### config.mk
export PLATFORM = sky130hd
export DESIGN_NAME = websocket_frame_deframer_top
export DESIGN_NICKNAME = d
export VERILOG_FILES = /design/src/sv/wsd_pkg.sv /design/src/sv/wsd_parser.sv /design/src/sv/websocket_frame_deframer_top.sv
export VERILOG_INCLUDE_DIRS = /design/src /design/src/sv
export SDC_FILE = /design/constraint.sdc
export NUM_CORES = 1
export LEC_CHECK = 0
export ABC_CLOCK_PERIOD_IN_PS = 4300
export BUFFER_PORTS_ARGS = -buffer_cell sky130_fd_sc_hd__buf_4
export CAP_MARGIN = 20
export CORE_MARGIN = 3
export CORE_UTILIZATION = 63
export DETAILED_ROUTE_END_ITERATION = 12
export GPL_TIMING_DRIVEN = 0
export PLACE_DENSITY = 0.81
export SYNTH_ARGS = -nofsm -noshare
export SYNTH_HDL_FRONTEND = slang
export SYNTH_HIERARCHICAL = 1
export SYNTH_SLANG_ARGS = --single-unit
### constraint.sdc
create_clock -name clk -period 4.3 [get_ports clk]
set_input_delay 0.215 -clock clk [delete_from_list [all_inputs] [get_ports clk]]
set_output_delay 0.215 -clock clk [all_outputs]
set_load 0.02 [all_outputs]
### src/sv/websocket_frame_deframer_top_macros.svh
// Assertion macros shared by the deframer RTL files.
// Depends on nothing; expects clk and rst_n in the using module.
`ifndef WEBSOCKET_FRAME_DEFRAMER_TOP_MACROS_SVH
`define WEBSOCKET_FRAME_DEFRAMER_TOP_MACROS_SVH
`ifndef NO_ASSERTIONS
// Same-cycle implication
`define WSD_ASSERT_IMP(lbl, ante, cons) \
  lbl: assert property (@(posedge clk) disable iff (!rst_n) (ante) |-> (cons)) \
    else $error("assertion failed: lbl");
// Next-cycle implication
`define WSD_ASSERT_NXT(lbl, ante, cons) \
  lbl: assert property (@(posedge clk) disable iff (!rst_n) (ante) |=> (cons)) \
    else $error("assertion failed: lbl");
`else
`define WSD_ASSERT_IMP(lbl, ante, cons)
`define WSD_ASSERT_NXT(lbl, ante, cons)
`endif
`endif

### src/sv/wsd_pkg.sv
// Types and codes for the WebSocket frame deframer.
// No dependencies; used by wsd_parser and the top level.
`default_nettype none
package wsd_pkg;

  // Header parse phases
  typedef enum logic [2:0] {
    PH_HDR0    = 3'd0,
    PH_HDR1    = 3'd1,
    PH_EXTLEN  = 3'd2,
    PH_MASK    = 3'd3,
    PH_PAYLOAD = 3'd4,
    PH_DONE    = 3'd5
  } phase_t;

  // Frame status codes
  typedef enum logic [1:0] {
    ST_OK    = 2'd0,
    ST_TRUNC = 2'd1,
    ST_CLOSE = 2'd2,
    ST_UNSUP = 2'd3
  } status_t;

  localparam logic [3:0] OP_CONT  = 4'h0;
  localparam logic [3:0] OP_TEXT  = 4'h1;
  localparam logic [3:0] OP_CLOSE = 4'h8;
  localparam logic [6:0] LEN_EXT16 = 7'd126;
  localparam logic [6:0] LEN_EXT64 = 7'd127;
  localparam logic [3:0] EXT16_BYTES = 4'd2;
  localparam logic [3:0] EXT64_BYTES = 4'd8;
  localparam logic [3:0] KEY_BYTES   = 4'd4;

  // One result item
  typedef struct packed {
    logic [7:0] payload_byte;
    logic       payload_valid;
    logic       frame_done;
    status_t    frame_status;
  } result_t;

endpackage
`default_nettype wire

### src/sv/wsd_parser.sv
// Frame header parser and payload unmasking for one byte per transfer.
// Depends on wsd_pkg and the assertion macro header.
`default_nettype none
`include "websocket_frame_deframer_top_macros.svh"
module wsd_parser (
  input  wire logic            clk,
  input  wire logic            rst_n,
  input  wire logic            step,       // input transfer this cycle
  input  wire logic [7:0]      data_byte,
  input  wire logic            last,
  output wsd_pkg::result_t     result      // result for the byte at the input
);

  wsd_pkg::phase_t  phase_r, phase_nxt;
  logic [3:0]       cnt_r, cnt_nxt;
  logic [63:0]      remain_r, remain_nxt;
  logic [31:0]      key_r, key_nxt;
  logic [1:0]       pos_r, pos_nxt;
  logic             masked_r, masked_nxt;
  wsd_pkg::status_t pend_r, pend_nxt;

  logic [7:0]  key_byte;
  logic [3:0]  cnt_dec;
  logic [63:0] remain_dec;

  assign cnt_dec    = cnt_r - 4'd1;
  assign remain_dec = remain_r - 64'd1;

  // Key byte for the current payload index, first key byte at position 0
  always_comb begin
    unique case (pos_r)
      2'd0:    key_byte = key_r[31:24];
      2'd1:    key_byte = key_r[23:16];
      2'd2:    key_byte = key_r[15:8];
      default: key_byte = key_r[7:0];
    endcase
  end

  // Next state and result
  always_comb begin
    phase_nxt  = phase_r;
    cnt_nxt    = cnt_r;
    remain_nxt = remain_r;
    key_nxt    = key_r;
    pos_nxt    = pos_r;
    masked_nxt = masked_r;
    pend_nxt   = pend_r;
    result     = '0;

    unique case (phase_r)
      wsd_pkg::PH_HDR0: begin
        if (data_byte[3:0] == wsd_pkg::OP_CLOSE) begin
          pend_nxt = wsd_pkg::ST_CLOSE;
        end else if (data_byte[3:0] != wsd_pkg::OP_CONT &&
                     data_byte[3:0] != wsd_pkg::OP_TEXT) begin
          pend_nxt = wsd_pkg::ST_UNSUP;
        end else begin
          pend_nxt = wsd_pkg::ST_OK;
        end
        phase_nxt = wsd_pkg::PH_HDR1;
      end
      wsd_pkg::PH_HDR1: begin
        if (pend_r != wsd_pkg::ST_OK) begin
          phase_nxt = wsd_pkg::PH_DONE;
        end else begin
          masked_nxt = data_byte[7];
          remain_nxt = '0;
          if (data_byte[6:0] == wsd_pkg::LEN_EXT16) begin
            phase_nxt = wsd_pkg::PH_EXTLEN;
            cnt_nxt   = wsd_pkg::EXT16_BYTES;
          end else if (data_byte[6:0] == wsd_pkg::LEN_EXT64) begin
            phase_nxt = wsd_pkg::PH_EXTLEN;
            cnt_nxt   = wsd_pkg::EXT64_BYTES;
          end else begin
            remain_nxt = {57'd0, data_byte[6:0]};
            if (data_byte[7]) begin
              phase_nxt = wsd_pkg::PH_MASK;
              cnt_nxt   = wsd_pkg::KEY_BYTES;
            end else if (data_byte[6:0] == 7'd0) begin
              phase_nxt = wsd_pkg::PH_DONE;
            end else begin
              phase_nxt = wsd_pkg::PH_PAYLOAD;
            end
          end
        end
      end
      wsd_pkg::PH_EXTLEN: begin
        remain_nxt = {remain_r[55:0], data_byte};
        cnt_nxt    = cnt_dec;
        if (cnt_dec == 4'd0) begin
          if (masked_r) begin
            phase_nxt = wsd_pkg::PH_MASK;
            cnt_nxt   = wsd_pkg::KEY_BYTES;
          end else if (remain_nxt == 64'd0) begin
            phase_nxt = wsd_pkg::PH_DONE;
          end else begin
            phase_nxt = wsd_pkg::PH_PAYLOAD;
          end
        end
      end
      wsd_pkg::PH_MASK: begin
        key_nxt = {key_r[23:0], data_byte};
        cnt_nxt = cnt_dec;
        if (cnt_dec == 4'd0) begin
          phase_nxt = (remain_r == 64'd0) ? wsd_pkg::PH_DONE : wsd_pkg::PH_PAYLOAD;
        end
      end
      wsd_pkg::PH_PAYLOAD: begin
        result.payload_byte  = data_byte ^ (masked_r ? key_byte : 8'd0);
        result.payload_valid = 1'b1;
        pos_nxt    = pos_r + 2'd1;
        remain_nxt = remain_dec;
        if (remain_dec == 64'd0) begin
          phase_nxt = wsd_pkg::PH_DONE;
        end
      end
      default: begin
        // finished: rest of the buffer is ignored
      end
    endcase

    // Last byte of the buffer: report and return to the header
    if (last) begin
      result.frame_done   = 1'b1;
      result.frame_status = (phase_nxt == wsd_pkg::PH_DONE) ? pend_nxt : wsd_pkg::ST_TRUNC;
      phase_nxt  = wsd_pkg::PH_HDR0;
      cnt_nxt    = '0;
      remain_nxt = '0;
      key_nxt    = '0;
      pos_nxt    = '0;
      masked_nxt = 1'b0;
      pend_nxt   = wsd_pkg::ST_OK;
    end
  end

  // Parse state registers, advanced on each input transfer
  always_ff @(posedge clk) begin
    if (!rst_n) begin
      phase_r  <= wsd_pkg::PH_HDR0;
      cnt_r    <= '0;
      remain_r <= '0;
      key_r    <= '0;
      pos_r    <= '0;
      masked_r <= 1'b0;
      pend_r   <= wsd_pkg::ST_OK;
    end else if (step) begin
      phase_r  <= phase_nxt;
      cnt_r    <= cnt_nxt;
      remain_r <= remain_nxt;
      key_r    <= key_nxt;
      pos_r    <= pos_nxt;
      masked_r <= masked_nxt;
      pend_r   <= pend_nxt;
    end
  end

  `WSD_ASSERT_NXT(a_last_back_to_hdr, step && last, phase_r == wsd_pkg::PH_HDR0)
  `WSD_ASSERT_IMP(a_payload_nonzero, phase_r == wsd_pkg::PH_PAYLOAD, remain_r != 64'd0)
  `WSD_ASSERT_IMP(a_key_count_range, phase_r == wsd_pkg::PH_MASK,
                  cnt_r != 4'd0 && cnt_r <= wsd_pkg::KEY_BYTES)

endmodule
`default_nettype wire

### src/sv/websocket_frame_deframer_top.sv
// A result is on the output in the cycle after its input byte transfer.
// Throughput: one byte per cycle while no held result waits on out_tready, bounded
// by the parser's 64-bit length down-counter and zero compare, which sit between state and result register.
// The input stays ready while a held result is being taken in the same cycle.
// Reset (rst_n low, synchronous): parser to the first header byte, output empty.
// Top level: stream handshake and result register around wsd_parser.
// Depends on wsd_pkg, wsd_parser and the assertion macro header.
`default_nettype none
`include "websocket_frame_deframer_top_macros.svh"
module websocket_frame_deframer_top (
  input  wire logic       clk,
  input  wire logic       rst_n,
  input  wire logic       in_tvalid,
  output logic            in_tready,
  input  wire logic [7:0] in_tdata,   // [7:0] data_byte
  input  wire logic       in_tlast,   // end_of_buffer
  output logic            out_tvalid,
  input  wire logic       out_tready,
  output logic [7:0]      out_tdata,  // [7:0] payload_byte
  output logic [2:0]      out_tuser,  // [0] payload_valid, [2:1] frame_status
  output logic            out_tlast   // frame_done
);

  logic             out_valid_r, out_valid_nxt;
  wsd_pkg::result_t res_r;
  wsd_pkg::result_t res_comb;
  logic             in_xfer;

  // Accept while the result register is empty or being emptied
  assign in_tready = !out_valid_r || out_tready;
  assign in_xfer   = in_tvalid && in_tready;

  wsd_parser u_parser (
    .clk       (clk),
    .rst_n     (rst_n),
    .step      (in_xfer),
    .data_byte (in_tdata),
    .last      (in_tlast),
    .result    (res_comb)
  );

  always_comb begin
    out_valid_nxt = out_valid_r;
    if (in_xfer) begin
      out_valid_nxt = 1'b1;
    end else if (out_tready) begin
      out_valid_nxt = 1'b0;
    end
  end

  // Result register
  always_ff @(posedge clk) begin
    if (!rst_n) begin
      out_valid_r <= 1'b0;
    end else begin
      out_valid_r <= out_valid_nxt;
    end
  end

  always_ff @(posedge clk) begin
    if (in_xfer) begin
      res_r <= res_comb;
    end
  end

  assign out_tvalid = out_valid_r;
  assign out_tdata  = res_r.payload_byte;
  assign out_tuser  = {res_r.frame_status, res_r.payload_valid};
  assign out_tlast  = res_r.frame_done;

  `WSD_ASSERT_NXT(a_xfer_gives_result, in_xfer, out_tvalid)
  `WSD_ASSERT_IMP(a_idle_byte_zero, out_tvalid && !out_tuser[0], out_tdata == 8'd0)
  `WSD_ASSERT_IMP(a_status_only_on_last, out_tvalid && !out_tlast, out_tuser[2:1] == wsd_pkg::ST_OK)

endmodule
`default_nettype wire
# After elaboration in Yosys (flattened, before gate mapping)
# Cells that the tools add are included.
dict set report totals {
  ram_bits 0
  latch_bits 0
  in_bits 13
  n_memories 0
  rom_bits 0
  regBits 121
  word_cells 100
}
dict set report classes {
  shifts 0
  div_mod_pow 0
  reduce_logical 25
  add_sub_neg 3
  n_mux 44
  n_bitwise 1
  mul 0
  n_lt_le_gt_ge 0
  eq_ne 14
}
# cell n
set ops {}
lappend ops {{zero test 64 bit} 3}
lappend ops {{2-to-1 mux 64 bit} 3}
lappend ops {{one-hot mux 64 bit (3 select lines)} 1}
lappend ops {{2-to-1 mux 32 bit} 2}
lappend ops {{subtractor 64 x 1 -> 64 bit, second input constant} 1}
lappend ops {{2-to-1 mux 3 bit} 10}
lappend ops {{2-to-1 mux 4 bit} 7}
lappend ops {{one-hot mux 8 bit (3 select lines)} 1}
lappend ops {{one-hot mux 3 bit (5 select lines)} 1}
lappend ops {{== test 7 bit, second input constant} 2}
lappend ops {{2-to-1 mux 2 bit} 7}
lappend ops {{one-hot mux 4 bit (3 select lines)} 1}
lappend ops {{nonzero test 4 bit} 3}
lappend ops {{nonzero test 2 bit} 5}
lappend ops {{2-to-1 mux 1 bit} 9}
lappend ops {{2-to-1 mux 8 bit} 1}
lappend ops {{bitwise XOR 8 bit} 1}
lappend ops {{zero test 7 bit} 1}
lappend ops {{2-to-1 mux 7 bit} 1}
lappend ops {{== test 3 x 2 -> 1 bit, second input constant} 2}
lappend ops {{== test 3 bit, second input constant} 2}
lappend ops {{AND reduction 2 bit} 3}
lappend ops {{AND reduction 3 bit} 2}
lappend ops {{!= test 5 x 3 -> 1 bit, second input constant} 1}
lappend ops {{16 further kinds} 17}

# Logic depth before layout (Yosys ltp)
# Gate-level depths: netlist (run 1).
dict set report depth {
  word_depth 10
  mapped_depth 12
}

# By module
# Netlist (run 1), hierarchy kept.
# mod area_per_inst_um2 seq_area_each_um2 instances cells_per_inst
set by_module_without_submodules {}
lappend by_module_without_submodules {wsd_parser 7554.7 2162.1 1 1002}
lappend by_module_without_submodules {websocket_frame_deframer_top 417.9 380.4 1 17}

# Least setup slack after synthesis (run 1)
# OpenSTA, ideal clock, no wires.
dict set report synth_path {
  kind {reg2reg}
  startpoint {register u_parser.remain_r[0]}
  endpoint {register res_r, in the netlist out_tuser[1], data pin}
  path_slack_ns 0.821
  stages_incl_launch_ff 13
  setup_ns 0.266
  arrival_time_ns 3.213
  n_path_buf 1
  required_time_ns 4.034
  cell_sequence {dfxtp_1 inv_1 ha_1 nor3b_1 and4_1 or4bb_1 clkbuf_1 nor4_1 xnor2_1 nand4_1 or4_1 o31ai_2 a31oi_1}
}
dict set report synth_via {
  elab_chain_len 7
  word_cells_on_any_way 13
}
# item line
set synth_lines {}
lappend synth_lines {{start, declared} wsd_parser.sv:16} ;# logic [63:0] remain_r, remain_nxt;
lappend synth_lines {{start signal, assigned} wsd_parser.sv:149} ;# remain_r <= remain_nxt;
lappend synth_lines {{parallel branches: the longest is 4 deep, another holds subtractor 64 x 1 -> 64 bit} -}
lappend synth_lines {{one-hot mux 3 bit (5 select lines) (*)} wsd_parser.sv:50} ;# unique case (phase_r)
lappend synth_lines {{== test 3 bit (*)} wsd_parser.sv:125} ;# result.frame_status = (phase_nxt == wsd_pkg::PH_DONE) ? pend_nxt : wsd_pkg::ST_TRUNC;
lappend synth_lines {{2-to-1 mux 2 bit (*)} wsd_parser.sv:125}
lappend synth_lines {{end signal, assigned} websocket_frame_deframer_top.sv:62} ;# res_r <= res_comb;
lappend synth_lines {{end, declared} websocket_frame_deframer_top.sv:25} ;# wsd_pkg::result_t res_r;
# Mark *: on every way between the ends.
# A chain may end at the register's enable or synchronous reset.

# Worst setup path after layout (run 1)
dict set report layout_path {
  startpoint {register u_parser.remain_r[5]}
  endpoint {register res_r, in the netlist out_tuser[1], data pin}
}
# The elaborated chain is that of the path after synthesis.

==> metrics.txt, run 1 <==
RSZ-0062 raised after global routing=false; VDD IR max=0.000297 V; all-layer global routing usage=between 30% and 40%; cts hold-fix bufs=0; post-route setup TNS=0 ps; routed len/inst=between 20 and 25 um; setup ws final=between 150 and 200 ps; Initial Util=65.3%; maximum clock frequency=242 MHz; placed cells=1212; Worst R2R Start=u_parser/remain_r[5]; largest net degree at the start of global routing=18; max layer used=met4; Post-synth ARST share=0%; die area=roughly 14000 sq um; critical path's slowest cell=or4_1; Worst-Margin Slew=976 ps; Worst EP arrival=4290 ps; FILL cells=just over 1000; ys flop type=dfxtp_1; Max Cap Violations=0; crit-path cells=clkbuf_1, or4_1, nor3_1, nand2_1, xor2_1, or3b_2, nor4_1, nand4_1, o31ai_2, a31oi_1; Hold Violations, Final=0; Synth Instances=1019; area grow syn2layout=12.6%; DR pass1 iterations=5; Yosys Warn Count=6; Hold/Removal Path Class=in2reg; number of nets with antenna violations after routing=0; 1st-iter DRT viols=about 1500; syn_area_per_cell=about 7.8 sq um; WS Path Type=reg2reg; Buf/Inv on CP=1; DRC viols=0; CTS tree=built; Finished Layout Cells=1245; Antenna Cells=0; Lkg Pwr=about 3.2 nW; Min-Delay Endpoint=out_tvalid; CTS Buf Count=17; die height=118 um; sequential area share after synthesis=31.9%; register clock-pin slew on the reported worst setup and hold paths=approximately 60 ps; Post-Syn Area=approximately 8000 sq um; final instance area=roughly 9000 sq um; Hold WS=36.3 ps; outcome=complete, no violations; pre-CTS setup slack=-64.8 ps; nets=1085; vias per cell=6.66; Power per Cell Area=349 nW/um^2; CP delay by family, top=simple AND/OR/NAND/NOR gates; ratio of cells with drive above 1 in the final layout=under 10%; R2R cell count=10; largest buffer count on any clock path=2; library cells used by synthesis=67; Remaining Overflow, GRT=0; Crit. End Element=flop; area occupied by multi-input gates=approximately 5000 sq um; highest cell delay on the worst timing path=~580 ps; Seq cells post-synth=121; htree depth=4; Layout Skew=9.55 ps; Mapped Nets=between 1000 and 1500; initial antenna violation count=0; total I/O pin count=27; area of the core=12200 sq um; fin util=73.5%; CTS Root Buffer Type=clkbuf_16; latest clock arrival within the worst-skew pair=430 ps; Detailed Place HPWL=18800 um; Final Slew Violations=0; min Tclk post-route=4140 ps; clock sinks=121; CP max FO=9; Cell Area, Placed=roughly 8400 sq um; Vias=8294; commonest non-fill, non-tap cell in the layout=dfxtp_1; Tot Pwr=3.13 mW; vias in the first global route=7679; Startpoint Class=flop; routed wl met2=11500 um; Chip Width=118 um; wire length on met1=between 10000 and 15000 um; worst rel slew slack=34.3%; Post-synth EDFFs=12; r2r setup slk=160 ps; Setup violations, final=0; Final period util=96.2%; register area=2540 sq um; number of I/O port buffers=25; Critical Path Start=u_parser/remain_r[5]; Critical Path RT=4460 ps; met3 WL post-DR=3060 um; routability cong.=0.994; first-pass GRT wire length=42200 um; worst r2r dst=out_tuser[1]; most frequent cells in the layout=dfxtp_1, nor2b_1, nand2_1, a22oi_1, nor2_1; hold path depth=2; Core Rows=40; min-delay src=rst_n; final wirelength=around 26000 um
logic make-up after synthesis:
logic type,Yosys count,share of synthesized area (%)
adders and majority gates,8,1.26
buffers and inverters,106,5.60
xor gates and xnor gates,64,7.03
AOI/OAI and AO/OA,245,20.6
and+or+nand+nor,475,33.6
DFF,121,31.9
power by group:
part	leakage (nW)	internal, mW	switching (mW)
combinational	1.91	0.208	0.382
clock	0.279	0.808	0.575
sequential	1.00	1.15	0.00845
total	3.19	2.17	0.965
cell usage after synthesis, drive strengths merged (3+ instances only):
| master | instances | share of area, % |
|---|---|---|
| ha | 8 | 1.3 |
| o31ai | 3 | 0.35 |
| clkbuf | 71 | 3.3 |
| a21oi | 28 | 1.8 |
| nand4 | 24 | 1.9 |
| o31a | 5 | 0.55 |
| nor2 | 73 | 3.4 |
| or3 | 15 | 1.2 |
| nor4 | 40 | 3.8 |
| a222oi | 8 | 1.0 |
| buf | 17 | 1.4 |
| and3 | 6 | 0.47 |
| and2 | 7 | 0.58 |
| or4 | 8 | 0.80 |
| o21a | 3 | 0.28 |
| nor4b | 5 | 0.55 |
| nor3 | 40 | 3.1 |
| dfxtp | 109 | 27 |
| nand3 | 13 | 0.94 |
| or2 | 7 | 0.55 |
| nand2 | 100 | 4.7 |
| xnor2 | 34 | 3.7 |
| and4 | 6 | 0.66 |
| a22oi | 91 | 8.6 |
| nor3b | 3 | 0.28 |
| nor2b | 107 | 8.4 |
| a21boi | 5 | 0.52 |
| nand2b | 9 | 0.80 |
| inv | 18 | 0.85 |
| xor2 | 30 | 3.3 |
| a2bb2oi | 4 | 0.44 |
| a22o | 4 | 0.44 |
| a211oi | 7 | 0.66 |
| edfxtp | 12 | 4.5 |
| a31oi | 6 | 0.47 |
| o22ai | 4 | 0.31 |
| o21ai | 68 | 4.3 |
worst register-to-register path, delay by kind of cell, from the launching register on:
kind | cells | cell delay, ps
compound gates | 2 | 500
xor+xnor | 1 | 320
buf+inv | 1 | 220
flops | 1 | 300
simple gates | 6 | 2540
timing repair:
| item | 4_1_cts | 5_1_grt |
|---|---|---|
| buffers inserted | 0 | 1 |
| pin swaps | 0 | 1 |
| setup endpoints to repair | 2 | 2 |
| resized for setup | 1 | 6 |
state kept, by name, summed over array words and instances, names as in the netlist:
| register | cells |
|---|---|
| out_tuser | 3 |
| out_tdata | 8 |
| u_parser/pos_r | 2 |
| out_tlast | 1 |
| u_parser/phase_r | 3 |
| u_parser/cnt_r | 4 |
| u_parser/remain_r | 64 |
| u_parser/key_r | 32 |
| u_parser/masked_r | 1 |
| u_parser/pend_r | 2 |
| out_tvalid | 1 |
worst max path at each step:
stage / endpoint / cells past startpoint
after floorplan: out_tuser[1] / 12
final: out_tuser[1] / 10
after CTS: out_tuser[1] / 12
after detailed placement: out_tuser[1] / 12
after global routing: out_tuser[2] / 12
after global placement: out_tuser[1] / 12
metal layers:
layer,up-vias,global-route usage (%)
met3,76,8.61
met4,0,11.6
met2,553,56.2
li1,3782,-
met1,3883,54.3
met5,-,0
layout make-up:
cell class / instances / area share [%]
plain buffers: 88 / 4.24
clock buffers: 18 / 4.78
clock inverters: 14 / 1.52
inverters: 18 / 0.753
multi-input cells: 792 / 55.9
flip-flops and latches: 121 / 28.3
well taps: 168 / 2.34
repair buffers: 26 / 2.18
Power figures use the tool's default switching activity.
==> inputs of run 2 (changes only) <==
--- a/config.mk
+++ b/config.mk
@@ -10,10 +10,10 @@
 export BUFFER_PORTS_ARGS = -buffer_cell sky130_fd_sc_hd__buf_4
 export CAP_MARGIN = 20
 export CORE_MARGIN = 3
-export CORE_UTILIZATION = 63
+export CORE_UTILIZATION = 55
 export DETAILED_ROUTE_END_ITERATION = 12
 export GPL_TIMING_DRIVEN = 0
-export PLACE_DENSITY = 0.81
+export PLACE_DENSITY = 0.72
 export SYNTH_ARGS = -nofsm -noshare
 export SYNTH_HDL_FRONTEND = slang
 export SYNTH_HIERARCHICAL = 1
==> run 2 against run 1 <==
- count of clock-buffer cells in the layout is 1 lower
- via count shrank 1.6%
- non-clock buffer count down 1
- utilization fell by 9.4 points
- clock skew is 1.2 ps higher
- sequential power about the same
- combinational power fell by 2%
- global-route usage down 4.9 points
- fmax is essentially flat
- critical path type unchanged
- cell area up 0.21%
- register-to-register slack about the same
- clock power is 4% higher
==> metrics.txt, run 2 (synthesis gave the netlist of run 1 again) <==
r2r setup slk=170 ps (about the same); die height=126 um (+6.7%); total I/O pin count=27 (unchanged); area occupied by multi-input gates=5010 sq um (-0.12%); Vias=8162 (-1.6%); htree depth=4 (unchanged); commonest non-fill, non-tap cell in the layout=dfxtp_1; initial antenna violation count=0 (unchanged); number of nets with antenna violations after routing=0 (unchanged); met3 GRT Util=7.03% (-1.6 points); Worst R2R Start=u_parser/remain_r[1]; hold path depth=2 (unchanged); VDD IR max=0.000283 V (-4.7%); Largest Register=u_parser/remain_r; first-pass GRT wire length=41500 um (-1.7%); fin util=64.0% (-9.4 points); Chip Width=126 um (+6.7%); Lkg Pwr=3.18 nW (-0.13%); die area=16000 sq um (+14%); CP max FO=7 (-2); highest cell delay on the worst timing path=530 ps (-50 ps); Power per Cell Area=353 nW/um^2 (+1.1%); CTS tree=built; Hold/Removal Path Class=in2reg; worst rel slew slack=31.0% (-3.3 points); RSZ-0062 raised after global routing=false; Worst EP arrival=4290 ps (about the same); outcome=complete, no violations; critical path's slowest cell=or4_1; 1st-iter DRT viols=1238 (-18%); routed len/inst=21.0 um (-1.2%); DR pass1 iterations=6 (+1); Crit. End Element=flop; Startpoint Class=flop; min Tclk post-route=4130 ps (-1.80 ps); Max Cap Violations=0 (unchanged); final instance area=8990 sq um (+0.21%); Layout Skew=10.8 ps (+1.23 ps); clock sinks=121 (unchanged); CTS Root Buffer Type=clkbuf_16; max reg flops=64 (unchanged); crit-path cells=inv_1, ha_1, nor3b_4, and4_1, or4bb_1, clkbuf_1, nor4_1, xnor2_1, nand4_1, or4_1, o31ai_2, a31oi_1; met2 Use GR=47.3% (-8.8 points); Cell Area, Placed=8390 sq um (+0.18%); WS Path Type=reg2reg; Detailed Place HPWL=18900 um (+0.86%); worst r2r dst=out_tuser[1]; Antenna Cells=0 (unchanged); R2R cell count=12 (+2); vias per cell=6.50 (-2.5%); FILL cells=1298 (+28%); nets=1084 (-0.092%); Min-Delay Endpoint=out_tvalid; post-route setup TNS=0 ps (unchanged); register area=2540 sq um (unchanged); Initial Util=56.8% (-8.5 points); CTS Buf Count=17 (unchanged); register clock-pin slew on the reported worst setup and hold paths=60 ps (about the same); area of the core=14000 sq um (+15%); GR Util met1=48.8% (-5.5 points); maximum clock frequency=242 MHz (about the same); Worst-Margin Slew=1030 ps (+49.4 ps); Final Slew Violations=0 (unchanged); Critical Path RT=4460 ps (about the same); ratio of cells with drive above 1 in the final layout=9.76% (-0.18 points); latest clock arrival within the worst-skew pair=430 ps (about the same); largest net degree at the start of global routing=18 (unchanged); # Post-CTS Setup Buffers=0 (unchanged); DRC viols=0 (unchanged); routability cong.=1.02 (+2.3%); min-delay src=rst_n; gr busiest metal=met1; all-layer global routing usage=32.8% (-4.9 points); vias in the first global route=7405 (-3.6%); Setup violations, final=0 (unchanged); final wirelength=26400 um (-0.37%); most frequent cells in the layout=dfxtp_1, nor2b_1, nand2_1, a22oi_1, nor2_1; Final period util=96.1% (about the same); Hold Violations, Final=0 (unchanged); Hold WS=38.9 ps (+2.62 ps); largest buffer count on any clock path=2 (unchanged); Core Rows=43 (+7.5%); number of I/O port buffers=25 (unchanged); area grow syn2layout=12.8%; Remaining Overflow, GRT=0 (unchanged)
run 2: worst max-delay path by stage:
| stage | startpoint | endpoint | slack, ps |
|---|---|---|---|
| finish | u_parser/remain_r[1] | out_tuser[1] | 170 |
| global route | u_parser/remain_r[0] | out_tuser[1] | 30 |
| CTS | u_parser/remain_r[1] | out_tuser[1] | 40 |
| detailed placement | u_parser/remain_r[1] | out_tuser[1] | 50 |
| global placement | u_parser/remain_r[0] | out_tuser[1] | 20 |
| floorplan | u_parser/remain_r[0] | out_tuser[1] | 820 |
run 2: what timing repair did:
action / in CTS / in global routing
endpoints found under the setup margin: 0 / 2
hold buffers: 0 / 0
resized for setup: 0 / 4
run 2: per-layer routing:
layer  vias to the layer above  share of wire, %
met5                         -                 0
met4                         0               2.8
met3                        60               9.5
met2                       459                42
met1                      3861                45
li1                       3782                 -
run 2: per-stage QoR:
stage	worst slack, ps	cells	power (mW)
final	166	1256	3.17
after floorplan	821	1019	1.58
after detailed placement	51.1	1224	1.74
after global routing	32.7	1256	3.28
after CTS	38.3	1256	3.17
after global placement	19.8	1224	1.74
run 2: area by class of cell:
cell class | count | area share (%)
inverters | 18 | 0.751
multi-input cells | 792 | 55.7
well taps | 180 | 2.50
clock buffers | 17 | 4.73
flip-flops and latches | 121 | 28.3
plain buffers | 88 | 4.22
clock inverters | 15 | 1.77
repair buffers | 25 | 2.09
run 2: where the power goes:
group          leakage (nW)  switching (mW)  internal, mW
sequential             1.00         0.00912          1.15
combinational          1.90           0.376         0.204
clock                 0.284           0.614         0.819
run 2: worst max-delay path: cells and delay by family (launching register included):
family,cells,cell delay (ps)
adder cells (fa/ha/maj),1,280
flip-flops,1,390
XOR/XNOR,1,250
AND/OR/NAND/NOR,6,2030
buffers and inverters,2,390
AO/OA/AOI/OAI,2,520
